--- src/hw/rtl/chained_hash_key_value_store_defines.svh ---
// Assertion macros used by the store's top-level RTL file
`ifndef CHAINED_HASH_KEY_VALUE_STORE_DEFINES_SVH
`define CHAINED_HASH_KEY_VALUE_STORE_DEFINES_SVH

`ifndef SYNTHESIS
// Clocked check, off while reset is asserted
`define CHKV_ASSERT(lbl, clk, rst_n, prop, msg) \
  lbl: assert property (@(posedge clk) disable iff (!rst_n) prop) else $error(msg);
// Clocked check that also holds during reset
`define CHKV_ASSERT_ALWAYS(lbl, clk, prop, msg) \
  lbl: assert property (@(posedge clk) prop) else $error(msg);
`else
`define CHKV_ASSERT(lbl, clk, rst_n, prop, msg)
`define CHKV_ASSERT_ALWAYS(lbl, clk, prop, msg)
`endif

`endif

--- src/hw/rtl/chkv_pkg.sv ---
package chkv_pkg;

  // Sizes of the store
  localparam int MAX_BUCKETS = 64;
  localparam int POOL_NODES  = 256;

  // Field widths
  localparam int KEY_W   = 32;
  localparam int VAL_W   = 32;
  localparam int BC_W    = 7;
  localparam int BKT_W   = $clog2(MAX_BUCKETS);
  localparam int NODE_W  = $clog2(POOL_NODES);
  localparam int PTR_W   = $clog2(POOL_NODES + 1);
  localparam int DCNT_W  = $clog2(KEY_W);

  // Operation codes
  localparam logic MODE_GET = 1'b0;
  localparam logic MODE_PUT = 1'b1;

  // Result status codes
  localparam logic ST_OK   = 1'b0;
  localparam logic ST_FULL = 1'b1;

  // Input transaction
  typedef struct packed {
    logic                    mode;
    logic signed [KEY_W-1:0] key;
    logic signed [VAL_W-1:0] value;
  } chkv_in_t;

  // Result transaction
  typedef struct packed {
    logic signed [VAL_W-1:0] read_value;
    logic                    found;
    logic                    status;
  } chkv_out_t;

  // Controller to datapath commands
  typedef struct packed {
    logic load;
    logic div_step;
    logic bkt_calc;
    logic head_rd;
    logic head_load;
    logic node_rd;
    logic node_adv;
    logic finish_hit;
    logic finish_miss;
  } chkv_cmd_t;

  // Datapath to controller status
  typedef struct packed {
    logic div_last;
    logic cur_null;
    logic key_match;
  } chkv_sts_t;

endpackage

--- src/hw/rtl/chkv_ctrl.sv ---
module chkv_ctrl import chkv_pkg::*; (
  input  logic      clk,
  input  logic      rst_n,
  input  logic      start,
  input  chkv_sts_t sts,
  output logic      busy,
  output chkv_cmd_t cmd
);

  typedef enum logic [6:0] {
    S_IDLE  = 7'b0000001,
    S_DIV   = 7'b0000010,
    S_BKT   = 7'b0000100,
    S_HEAD  = 7'b0001000,
    S_HLOAD = 7'b0010000,
    S_PROBE = 7'b0100000,
    S_CMP   = 7'b1000000
  } chkv_state_t;

  chkv_state_t state_r;
  chkv_state_t state_nxt;

  // Next state and commands
  always_comb begin
    state_nxt = state_r;
    cmd       = '0;
    case (state_r)
      S_IDLE: begin
        if (start) begin
          cmd.load  = 1'b1;
          state_nxt = S_DIV;
        end
      end
      S_DIV: begin
        cmd.div_step = 1'b1;
        if (sts.div_last) begin
          state_nxt = S_BKT;
        end
      end
      S_BKT: begin
        cmd.bkt_calc = 1'b1;
        state_nxt    = S_HEAD;
      end
      S_HEAD: begin
        cmd.head_rd = 1'b1;
        state_nxt   = S_HLOAD;
      end
      S_HLOAD: begin
        cmd.head_load = 1'b1;
        state_nxt     = S_PROBE;
      end
      S_PROBE: begin
        // end of chain: key absent
        if (sts.cur_null) begin
          cmd.finish_miss = 1'b1;
          state_nxt       = S_IDLE;
        end else begin
          cmd.node_rd = 1'b1;
          state_nxt   = S_CMP;
        end
      end
      S_CMP: begin
        if (sts.key_match) begin
          cmd.finish_hit = 1'b1;
          state_nxt      = S_IDLE;
        end else begin
          cmd.node_adv = 1'b1;
          state_nxt    = S_PROBE;
        end
      end
      default: begin
        state_nxt = S_IDLE;
      end
    endcase
  end

  // State register
  always_ff @(posedge clk) begin
    if (!rst_n) begin
      state_r <= S_IDLE;
    end else begin
      state_r <= state_nxt;
    end
  end

  assign busy = (state_r != S_IDLE);

endmodule

--- config.mk ---
export PLATFORM = sky130hd
export DESIGN_NAME = chkv_ctrl
export DESIGN_NICKNAME = d
export VERILOG_FILES = /design/src/hw/rtl/chained_hash_key_value_store_defines.svh /design/src/hw/rtl/chkv_pkg.sv /design/src/hw/rtl/chkv_ctrl.sv
export SDC_FILE = /design/constraint.sdc
export NUM_CORES = 1
export LEC_CHECK = 0
export BUFFER_PORTS_ARGS = -buffer_cell sky130_fd_sc_hd__buf_2
export CAP_MARGIN = 20
export CELL_PAD_IN_SITES_DETAIL_PLACEMENT = 1
export CELL_PAD_IN_SITES_GLOBAL_PLACEMENT = 1
export CORE_MARGIN = 4
export CORE_UTILIZATION = 35
export CTS_CLUSTER_DIAMETER = 120
export DETAILED_ROUTE_END_ITERATION = 8
export GPL_TIMING_DRIVEN = 0
export PLACE_DENSITY = 0.81
export RECOVER_POWER = 50
export SLEW_MARGIN = 15
export SYNTH_ARGS = -nofsm -noshare
export SYNTH_HDL_FRONTEND = slang
export SYNTH_SLANG_ARGS = --single-unit
export TNS_END_PERCENT = 10
--- constraint.sdc ---
create_clock -name clk -period 1.8 [get_ports clk]
set_clock_uncertainty 0.15 [all_clocks]
set_input_delay 0 -clock clk [delete_from_list [all_inputs] [get_ports clk]]
set_output_delay 0 -clock clk [all_outputs]
set_load 0.01 [all_outputs]
==> results of run 1 <==
## cell type report
type / instances / share of cell area (%)
buffer: 5 / 7.48
clock buffer: 4 / 3.21
inverter: 4 / 1.83
multi-input combinational: 44 / 42.3
sequential: 7 / 17.4
tap: 15 / 2.29
timing repair buffer: 30 / 25.5
## critical path: cells and delay by family, from the launching register on
family	cells	cell delay, ns
buffers and inverters	3	0.46
flip-flops	1	0.32
AND/OR/NAND/NOR	2	0.71
## placed cells by master (no fill, tap or decap), types with 2 or more instances in the layout
cell           count
clkbuf_4           3
nand2b_1           4
o211ai_1           2
nor4_4             3
dlygate4sd3_1      5
inv_1              3
buf_4             10
nor4b_1            2
nand2_1            3
and3_1             3
clkbuf_1           2
buf_2             13
nor2_1             5
dfxtp_1            5
buf_6              5
dfxtp_2            2
nor2b_1            3
nor3_1             2
## worst max-delay path by stage
stage                     from         end  cells after the start
detailed placement  state_r[4]  state_r[5]                      4
floorplan           state_r[4]  state_r[0]                      5
global route        state_r[6]      cmd[7]                      5
global placement    state_r[4]  state_r[5]                      4
finish              state_r[6]      cmd[7]                      5
CTS                 state_r[6]        busy                      6
## power by group
part / internal (uW) / leakage [uW] / switching, uW / total [uW]
sequential: 161 / 0.0000579 / 1.99 / 163
clock: 84.8 / 0.0000150 / 60.5 / 145
combinational: 95.9 / 0.000312 / 84.9 / 181
total: 342 / 0.000385 / 147 / 489
## synthesized netlist by cell type (all sizes together)
cell type  n  area [um^2]
nand3      1         5.00
o22a       1         8.76
a211oi     1         7.51
o41ai      1         16.3
or3        1         6.26
xor2       1         8.76
dfxtp      7          140
and3       3         18.8
nor4       5         76.3
nand2      4         15.0
inv        4         15.0
nand2b     4         25.0
nor3b      1         7.51
nor2b      3         18.8
o211ai     2         15.0
nor3       2         10.0
nor4b      2         17.5
a22oi      1         7.51
and2       2         13.8
o2111ai    1         8.76
o21ba      1         10.0
nor2       6         22.5
buf        5         57.6
a22o       1         8.76
## per-stage QoR
stage	instances	setup TNS, ns	worst slack [ns]
after floorplan	60	0	0.260
after global placement	90	0	0.145
after detailed placement	90	0	0.162
after CTS	104	-0.102	-0.0417
after global routing	109	-0.620	-0.162
final	109	-0.136	-0.0934
## what timing repair did
item / 4_1_cts / 5_1_grt
endpoints found under the setup margin: 2 / 9
resized for setup: 4 / 6
cloned: 0 / 0
hold buffers: 5 / 0
pin swaps: 2 / 5
buffers inserted: 5 / 5
endpoints found under the hold margin: 7 / 0
## routing by layer
layer | routed length, um | vias up
met5 | 0 | -
met4 | 28 | 0
met3 | 85 | 4
met2 | 986 | 13
met1 | 713 | 287
li1 | - | 283
## cell families (layout without fill, tap and decap cells)
kind of cell	count (synthesis)	in the layout
AND/OR/NAND/NOR	34	34
AO/OA/AOI/OAI	9	9
buffers and inverters	9	43
flip-flops	7	7
XOR/XNOR	1	1
==> flow_summary.toml, run 1 <==
[status]
run_status = "finished, violations left"
violations_in_the_final_reports = "setup timing"

[global_routing]
antenna_violations_before_repair = 0
first_pass_grt_wire_length_um = 2640
global_route.usage.met3_pct = 7.28
grt.met2_usage_pct = 28.3
grtUsageMet1_pct = 20.7
grt_remaining_overflow = 0
grt_busiest_layer = "met2"
total_global_routing_track_utilization_pct = 17.6
grt_start_max_net_pins = 10
first_global_vias = 567

[timing]
maxSlewHeadroom_pct = 77.5
fmaxAchievable_mhz = 528
timing.final.ws_setup_ns = -0.0934
worstMarginPinSlew_ns = 0.335
timing.final.setup_violations = 3
grt_setup_unrepaired = "yes"
finalWorstPathRequiredPeriod_ns = 1.89
hold_violations = 0
hold-worst-slack_ns = 0.350
finalMaxSlewViolations = 0
period_utilization_post_route_pct = 105

[cells_and_area]
drive_above_1_share_pct = 47.9
area_occupied_by_multi_input_gates_um2 = 347
postLayoutCellArea_um2 = 820
regArea_um2 = 143
nFillCells = 175
final_core_utilization_pct = 59.3
largestRegisters = "state_r: 7 flops"
largest_register = "state_r"
area_delta_synth_final_pct = 51.6
largest_register_ffs = 7
insertedDiodeCount = 0
layout_net_count = 101

[yosys]
synth_simple_gate_area_share_pct = 43.7
dominant_combinational_cell_family_by_area_after_synthesis = "simple AND/OR/NAND/NOR gates"
post_synth_num_cell_types = 29
muxShareOfSynthArea_pct = 0
synthesis.area_um2 = 541
synth_fa_ha_area_share_pct = 0
post_synthesis_compound_gate_area_fraction_pct = 15.3
syn-instance-count = 60
synth-seq-area-share_pct = 25.9
syn_nets = 66
synthXorXnorAreaFrac_pct = 1.62
ys_warn_count = 0
synth.avg_cell_area_um2 = 9.01
postSynthRegisterBits = 7

[worst_setup_path]
ff2ff_setup_slack_ns = -0.03
critical_path.max_stage_delay_ns = 0.38
critical_path_arrival_ns = 1.74
worstRegToRegCells = 7
ordered_cell_list_for_the_critical_path = "or3_1, buf_6, buf_6, nor4_4, buf_2"
timing.rr.end = "state_r[1]"
crit_path_category = "reg -> out"
worstReg2RegStart = "state_r[6]"
worst_path_most_repeated_cell = "buf_6"
critPathRequiredTime_ns = 1.65
crit_path_top_delay_cell = "or3_1"
endpoint_kind = "output port"
critical_path.max_fanout = 5
setup.worst_path.start_class = "register"

[clock_tree]
tritoncts = "done"
cts-root-to-sink-buffers = 2
clock_tree.root_cell = "clkbuf_4"
h-tree-depth = 1
clk_pin_slew_ns = 0.05
cts_inserted_buffers = 3
clkLatencyLatePin_ns = 0.25
cts.sink_count = 7

[power_and_ir_drop]
final_power_uw = 489
pwr_dens_mw_per_mm2 = 597
ir_drop_mv = 0.404
power.static_leakage_uw = 0.000385

[placement]
dpl_cell_area_um2 = 634
placement.io_buffers = 15
globalplace.congestion = 0.762
detailedPlacementHpwl_um = 1070

[floorplan]
die_h_um = 47.3
die_area_mm2 = 0.00224
placeableCoreArea_mm2 = 0.00138
num_rows = 13
die-width_um = 47.3
initial_utilization_pct = 39.1
io_pins = 16

[drt]
detail_route.drc_violations = 0
routed_via_density = 5.39
drtPass1Iterations = 4
initialDrtViolationCount = 19
detail_route.wl_per_cell_um = 16.6
routed_wl_um = 1810
detailroute.via_count = 587
drt.antenna.violating_nets = 0

[min_path]
start_point_of_the_worst_min_delay_path = "sts[1]"
worst_hold_path.num_cells = 3
hold_class = "in -> reg"
worst_hold_path.endpoint = "state_r[6]"

[run]
drv.max_cap_violation_count = 0
No activity file was read; power rests on OpenSTA's default activity.
==> run 2: changes to the inputs <==
--- a/config.mk
+++ b/config.mk
@@ -7,14 +7,12 @@
 export LEC_CHECK = 0
 export BUFFER_PORTS_ARGS = -buffer_cell sky130_fd_sc_hd__buf_2
 export CAP_MARGIN = 20
-export CELL_PAD_IN_SITES_DETAIL_PLACEMENT = 1
-export CELL_PAD_IN_SITES_GLOBAL_PLACEMENT = 1
-export CORE_MARGIN = 4
-export CORE_UTILIZATION = 35
+export CORE_AREA = 4 4 41 43
 export CTS_CLUSTER_DIAMETER = 120
 export DETAILED_ROUTE_END_ITERATION = 8
+export DIE_AREA = 0 0 45 47
 export GPL_TIMING_DRIVEN = 0
-export PLACE_DENSITY = 0.81
+export PLACE_DENSITY = 0.75
 export RECOVER_POWER = 50
 export SLEW_MARGIN = 15
 export SYNTH_ARGS = -nofsm -noshare
==> constraint.sdc (replaced) <==
create_clock -name clk -period 1.59 [get_ports clk]
set_clock_uncertainty 0.15 [all_clocks]
set_input_delay 0 -clock clk [delete_from_list [all_inputs] [get_ports clk]]
set_output_delay 0 -clock clk [all_outputs]
set_load 0.01 [all_outputs]
==> flow_summary.toml, run 2 (same netlist as run 1, synthesis figures left out) <==
[min_path]
worst_hold_path.endpoint = "state_r[6]"
hold_class = "in -> reg"
worst_hold_path.num_cells = 3
start_point_of_the_worst_min_delay_path = "sts[1]"

[worst_setup_path]
critical_path.max_stage_delay_ns = 0.36
critPathRequiredTime_ns = 1.44
ordered_cell_list_for_the_critical_path = "buf_6, nor4_4, and2_4, nand2_2, nor2_1, buf_2"
endpoint_kind = "output port"
worstReg2RegStart = "state_r[6]"
critical_path.max_fanout = 8
critical_path_arrival_ns = 1.55
timing.rr.end = "state_r[1]"
crit_path_category = "reg -> out"
setup.worst_path.start_class = "register"
worstRegToRegCells = 6
ff2ff_setup_slack_ns = -0.03
crit_path_top_delay_cell = "nor4_4"

[cells_and_area]
largestRegisters = "state_r: 7 flops"
insertedDiodeCount = 0
stdcell_count = 108
area_occupied_by_multi_input_gates_um2 = 378
layout_net_count = 100
area_delta_synth_final_pct = 57.2
postLayoutCellArea_um2 = 850
final_core_utilization_pct = 65.3
largest_register = "state_r"
regArea_um2 = 149
nFillCells = 106
drive_above_1_share_pct = 54.8
layout.cells.most_common = "buf_2"
most-common-layout-cells = "buf_2, buf_4, nor2_1, dlygate4sd3_1"
largest_register_ffs = 7

[drt]
routed_wl_um = 1510
drt.antenna.violating_nets = 0
detail_route.wl_per_cell_um = 14.0
detailroute.via_count = 558
detail_route.drc_violations = 0
initialDrtViolationCount = 8
drtPass1Iterations = 4
routed_via_density = 5.17

[timing]
period_utilization_post_route_pct = 107
timing.final.setup_violations = 8
finalMaxSlewViolations = 0
maxSlewHeadroom_pct = 79.2
worstMarginPinSlew_ns = 0.309
grt_setup_unrepaired = "yes"
timing.final.ws_setup_ns = -0.112
hold_violations = 0
fmaxAchievable_mhz = 587
finalWorstPathRequiredPeriod_ns = 1.70

[placement]
globalplace.congestion = 0.743
detailedPlacementHpwl_um = 858
placement.io_buffers = 15
post-place-cells = 90
dpl_cell_area_um2 = 634

[floorplan]
die_area_mm2 = 0.00212
die_h_um = 47
initial_utilization_pct = 41.5
io_pins = 16
num_rows = 13
placeableCoreArea_mm2 = 0.00130
die-width_um = 45

[global_routing]
total_global_routing_track_utilization_pct = 15.3
antenna_violations_before_repair = 0
first_pass_grt_wire_length_um = 2350
grt_start_max_net_pins = 10
grt_remaining_overflow = 0
first_global_vias = 533

[power_and_ir_drop]
ir_drop_mv = 0.322
power.static_leakage_uw = 0.000391
pwr_dens_mw_per_mm2 = 664

[status]
violations_in_the_final_reports = "setup timing"
run_status = "finished, violations left"

[run]
drv.max_cap_violation_count = 0

[clock_tree]
cts.sink_count = 7
clock_tree.root_cell = "clkbuf_4"
h-tree-depth = 1
clkLatencyLatePin_ns = 0.25
clk_pin_slew_ns = 0.05
cts_inserted_buffers = 3
cts-root-to-sink-buffers = 2
tritoncts = "done"
run 2: cell types whose count changed in the layout (fill, tap and decap cells not counted), sizes merged:
cell | previous run | this run
clkbuf | 5 | 4
run 2: timing repair:
action,4_1_cts,5_1_grt
pin swaps,5,5
hold buffers,5,0
hold endpoints to repair,7,0
endpoints found under the setup margin,12,16
gates resized for setup,9,9
setup buffers,5,5
run 2: worst max-delay path by stage:
stage / startpoint / endpoint / cells after the start
3_3_place_gp: state_r[4] / state_r[5] / 4
2_1_floorplan: state_r[4] / state_r[0] / 5
3_5_place_dp: state_r[4] / state_r[5] / 4
4_1_cts: state_r[5] / cmd[8] / 5
5_1_grt: state_r[1] / cmd[3] / 6
6_report: state_r[1] / cmd[3] / 6
run 2: power breakdown:
group | internal [uW] | switching (uW) | total, uW | leakage [uW]
clock | 96.1 | 69.9 | 166 | 0.0000150
combinational | 116 | 99.0 | 215 | 0.000316
sequential | 181 | 2.09 | 183 | 0.0000596
run 2: per-layer routing:
layer / vias up / wire (um) / global-route usage (%)
li1: 279 / - / -
met1: 258 / 585 / 17.3
met3: 4 / 74 / 2.68
met4: 0 / 29 / 8.77
met2: 17 / 821 / 27.1
met5: - / 0 / 0
run 2: layout make-up:
cell class / instances / area share [%]
well taps: 15 / 2.21
multi-input cells: 44 / 44.5
clock buffers: 4 / 3.09
inverters: 4 / 1.77
flip-flops and latches: 7 / 17.5
plain buffers: 4 / 5.89
repair buffers: 30 / 25.0
run 2: worst max-delay path: cells and delay by family, from the launching register on:
| kind | cells | cell delay (ns) |
|---|---|---|
| buffers and inverters | 2 | 0.26 |
| AND/OR/NAND/NOR | 4 | 0.73 |
| flip-flops | 1 | 0.31 |
run 2: per-stage QoR:
stage	total power, uW	hold WS (ns)	worst slack, ns	setup TNS, ns
final	564	0.354	-0.112	-0.422
after global routing	599	0.377	-0.190	-1.36
after CTS	542	0.328	-0.219	-1.35
after detailed placement	324	0.0697	-0.0723	-0.0723
after global placement	322	0.0563	-0.0500	-0.0500
after floorplan	289	-0.102	0.0497	0
==> run 3: changes to the inputs <==
--- a/config.mk
+++ b/config.mk
@@ -14,6 +14,7 @@
 export GPL_TIMING_DRIVEN = 0
 export PLACE_DENSITY = 0.75
 export RECOVER_POWER = 50
+export SETUP_SLACK_MARGIN = 0.15
 export SLEW_MARGIN = 15
 export SYNTH_ARGS = -nofsm -noshare
 export SYNTH_HDL_FRONTEND = slang
==> flow_summary.toml, run 3 (same netlist as run 1, synthesis figures left out) <==
[drt]
drtPass1Iterations = 4
detail_route.drc_violations = 0
routed_via_density = 5.12
detailroute.via_count = 563
initialDrtViolationCount = 4
drt.antenna.violating_nets = 0
detail_route.wl_per_cell_um = 13.5
routed_wl_um = 1490

[power_and_ir_drop]
swShare_pct = 30.5
seqPwrFrac_pct = 31.5
p_switching_uw = 180
power_report.internal_total_uw = 411
combPwrFrac_pct = 39.3
power_share_of_the_clock_group_pct = 29.2
power.static_leakage_uw = 0.000409
ir_drop_mv = 0.328
pwr_dens_mw_per_mm2 = 671

[timing]
timing.final.setup_violations = 12
grt_setup_unrepaired = "yes"
finalMaxSlewViolations = 0
hold-worst-slack_ns = 0.313
timing.final.ws_setup_ns = -0.187
finalWorstPathRequiredPeriod_ns = 1.78
finalSetupTns_ns = -1.09
period_utilization_post_route_pct = 112
maxSlewHeadroom_pct = 77.9
fmaxAchievable_mhz = 563
worstMarginPinSlew_ns = 0.329
hold_violations = 0

[worst_setup_path]
ff2ff_setup_slack_ns = -0.13
crit_path_top_delay_cell = "or3_1"
endpoint_kind = "output port"
critical_path_arrival_ns = 1.63
cp_top_delay_family = "simple AND/OR/NAND/NOR gates"
worstReg2RegStart = "state_r[1]"
critical_path.max_stage_delay_ns = 0.35
critPathRequiredTime_ns = 1.44
ordered_cell_list_for_the_critical_path = "or3_1, buf_6, buf_12, nor4_4, buf_2"
crit_path_category = "reg -> out"
critical_path.max_fanout = 6
timing.rr.end = "state_r[5]"
critical_path_buf_inv_count = 3
setup.worst_path.start_class = "register"
worstRegToRegCells = 6

[floorplan]
die-width_um = 45
initial_utilization_pct = 41.5
placeableCoreArea_mm2 = 0.00130
die_h_um = 47
io_pins = 16
num_rows = 13
die_area_mm2 = 0.00212

[clock_tree]
clkLatencyLatePin_ns = 0.26
cts_inserted_buffers = 3
cts-root-to-sink-buffers = 2
h-tree-depth = 1
clk_pin_slew_ns = 0.06
tritoncts = "done"
cts.sink_count = 7
clock_tree.root_cell = "clkbuf_4"

[min_path]
worst_hold_path.endpoint = "state_r[6]"
worst_hold_path.num_cells = 3
start_point_of_the_worst_min_delay_path = "sts[1]"
hold_class = "in -> reg"

[global_routing]
grt_remaining_overflow = 0
first_pass_grt_wire_length_um = 2440
total_global_routing_track_utilization_pct = 16.1
grt_start_max_net_pins = 10
first_global_vias = 551
antenna_violations_before_repair = 0

[cells_and_area]
largest_register_ffs = 7
nFillCells = 103
layout_net_count = 102
area_occupied_by_multi_input_gates_um2 = 383
regArea_um2 = 146
drive_above_1_share_pct = 54.7
most-common-layout-cells = "buf_2, buf_4"
largestRegisters = "state_r: 7 flops"
postLayoutCellArea_um2 = 881
area_delta_synth_final_pct = 63.0
largest_register = "state_r"
layout.cells.most_common = "buf_2"
insertedDiodeCount = 0

[placement]
detailedPlacementHpwl_um = 871
placement.io_buffers = 15
dpl_cell_area_um2 = 634
globalplace.congestion = 0.751

[status]
violations_in_the_final_reports = "setup timing"
run_status = "finished, violations left"

[run]
drv.max_cap_violation_count = 0
run 3: what timing repair did:
item                                    CTS  global route
pin swaps                                10             7
resized for setup                        12             5
setup buffers                             3             8
hold buffers                              5             0
endpoints found under the hold margin     7             0
endpoints found under the setup margin   15            17
run 3: per-layer routing:
layer  global-route usage, %  part of all wire [%]  vias up
li1                        -                     -      286
met1                    18.5                    40      263
met2                    27.7                    55       12
met3                    5.75                   4.1        2
met4                    5.26                  0.54        0
met5                       0                     0        -
run 3: power by group through the flow:
stage / combinational [uW] / clock [uW] / sequential (uW)
global route: 251 / 191 / 187
floorplan: 102 / 0 / 188
global placement: 134 / 0 / 188
detailed placement: 137 / 0 / 188
CTS: 182 / 182 / 184
finish: 232 / 173 / 186
run 3: layout make-up:
| class | count | share of cell area, % |
|---|---|---|
| inverters | 4 | 1.70 |
| repair buffers | 31 | 25.7 |
| flip-flops and latches | 7 | 16.6 |
| well taps | 15 | 2.13 |
| plain buffers | 5 | 7.39 |
| clock buffers | 4 | 2.98 |
| multi-input cells | 44 | 43.5 |
run 3: worst register-to-register path, stage by stage, from the launching register on:
cell and delay [ns]:
dfxtp_2 0.31, buf_6 0.12, buf_4 0.13, nand2b_4 0.15, o22a_1 0.22, o41ai_4 0.33
o21ba_1 0.19
run 3: worst max-delay path by stage:
stage | start | end | depth (start not counted) | slack, ns
6_report | state_r[6] | cmd[7] | 5 | -0.19
2_1_floorplan | state_r[4] | state_r[0] | 5 | 0.05
3_3_place_gp | state_r[4] | state_r[5] | 4 | -0.05
3_5_place_dp | state_r[4] | state_r[5] | 4 | -0.09
4_1_cts | state_r[6] | busy | 6 | -0.24
5_1_grt | state_r[1] | cmd[3] | 6 | -0.26
run 3: through the flow:
step / total power (uW) / setup slack (ns) / util (%) / instances
2_1_floorplan: 289 / 0.0497 / - / 60
3_3_place_gp: 322 / -0.0507 / 48.8 / 90
3_5_place_dp: 325 / -0.0871 / 48.8 / 90
4_1_cts: 548 / -0.244 / 62.0 / 102
5_1_grt: 629 / -0.262 / 67.7 / 110
6_report: 591 / -0.187 / 67.7 / 110
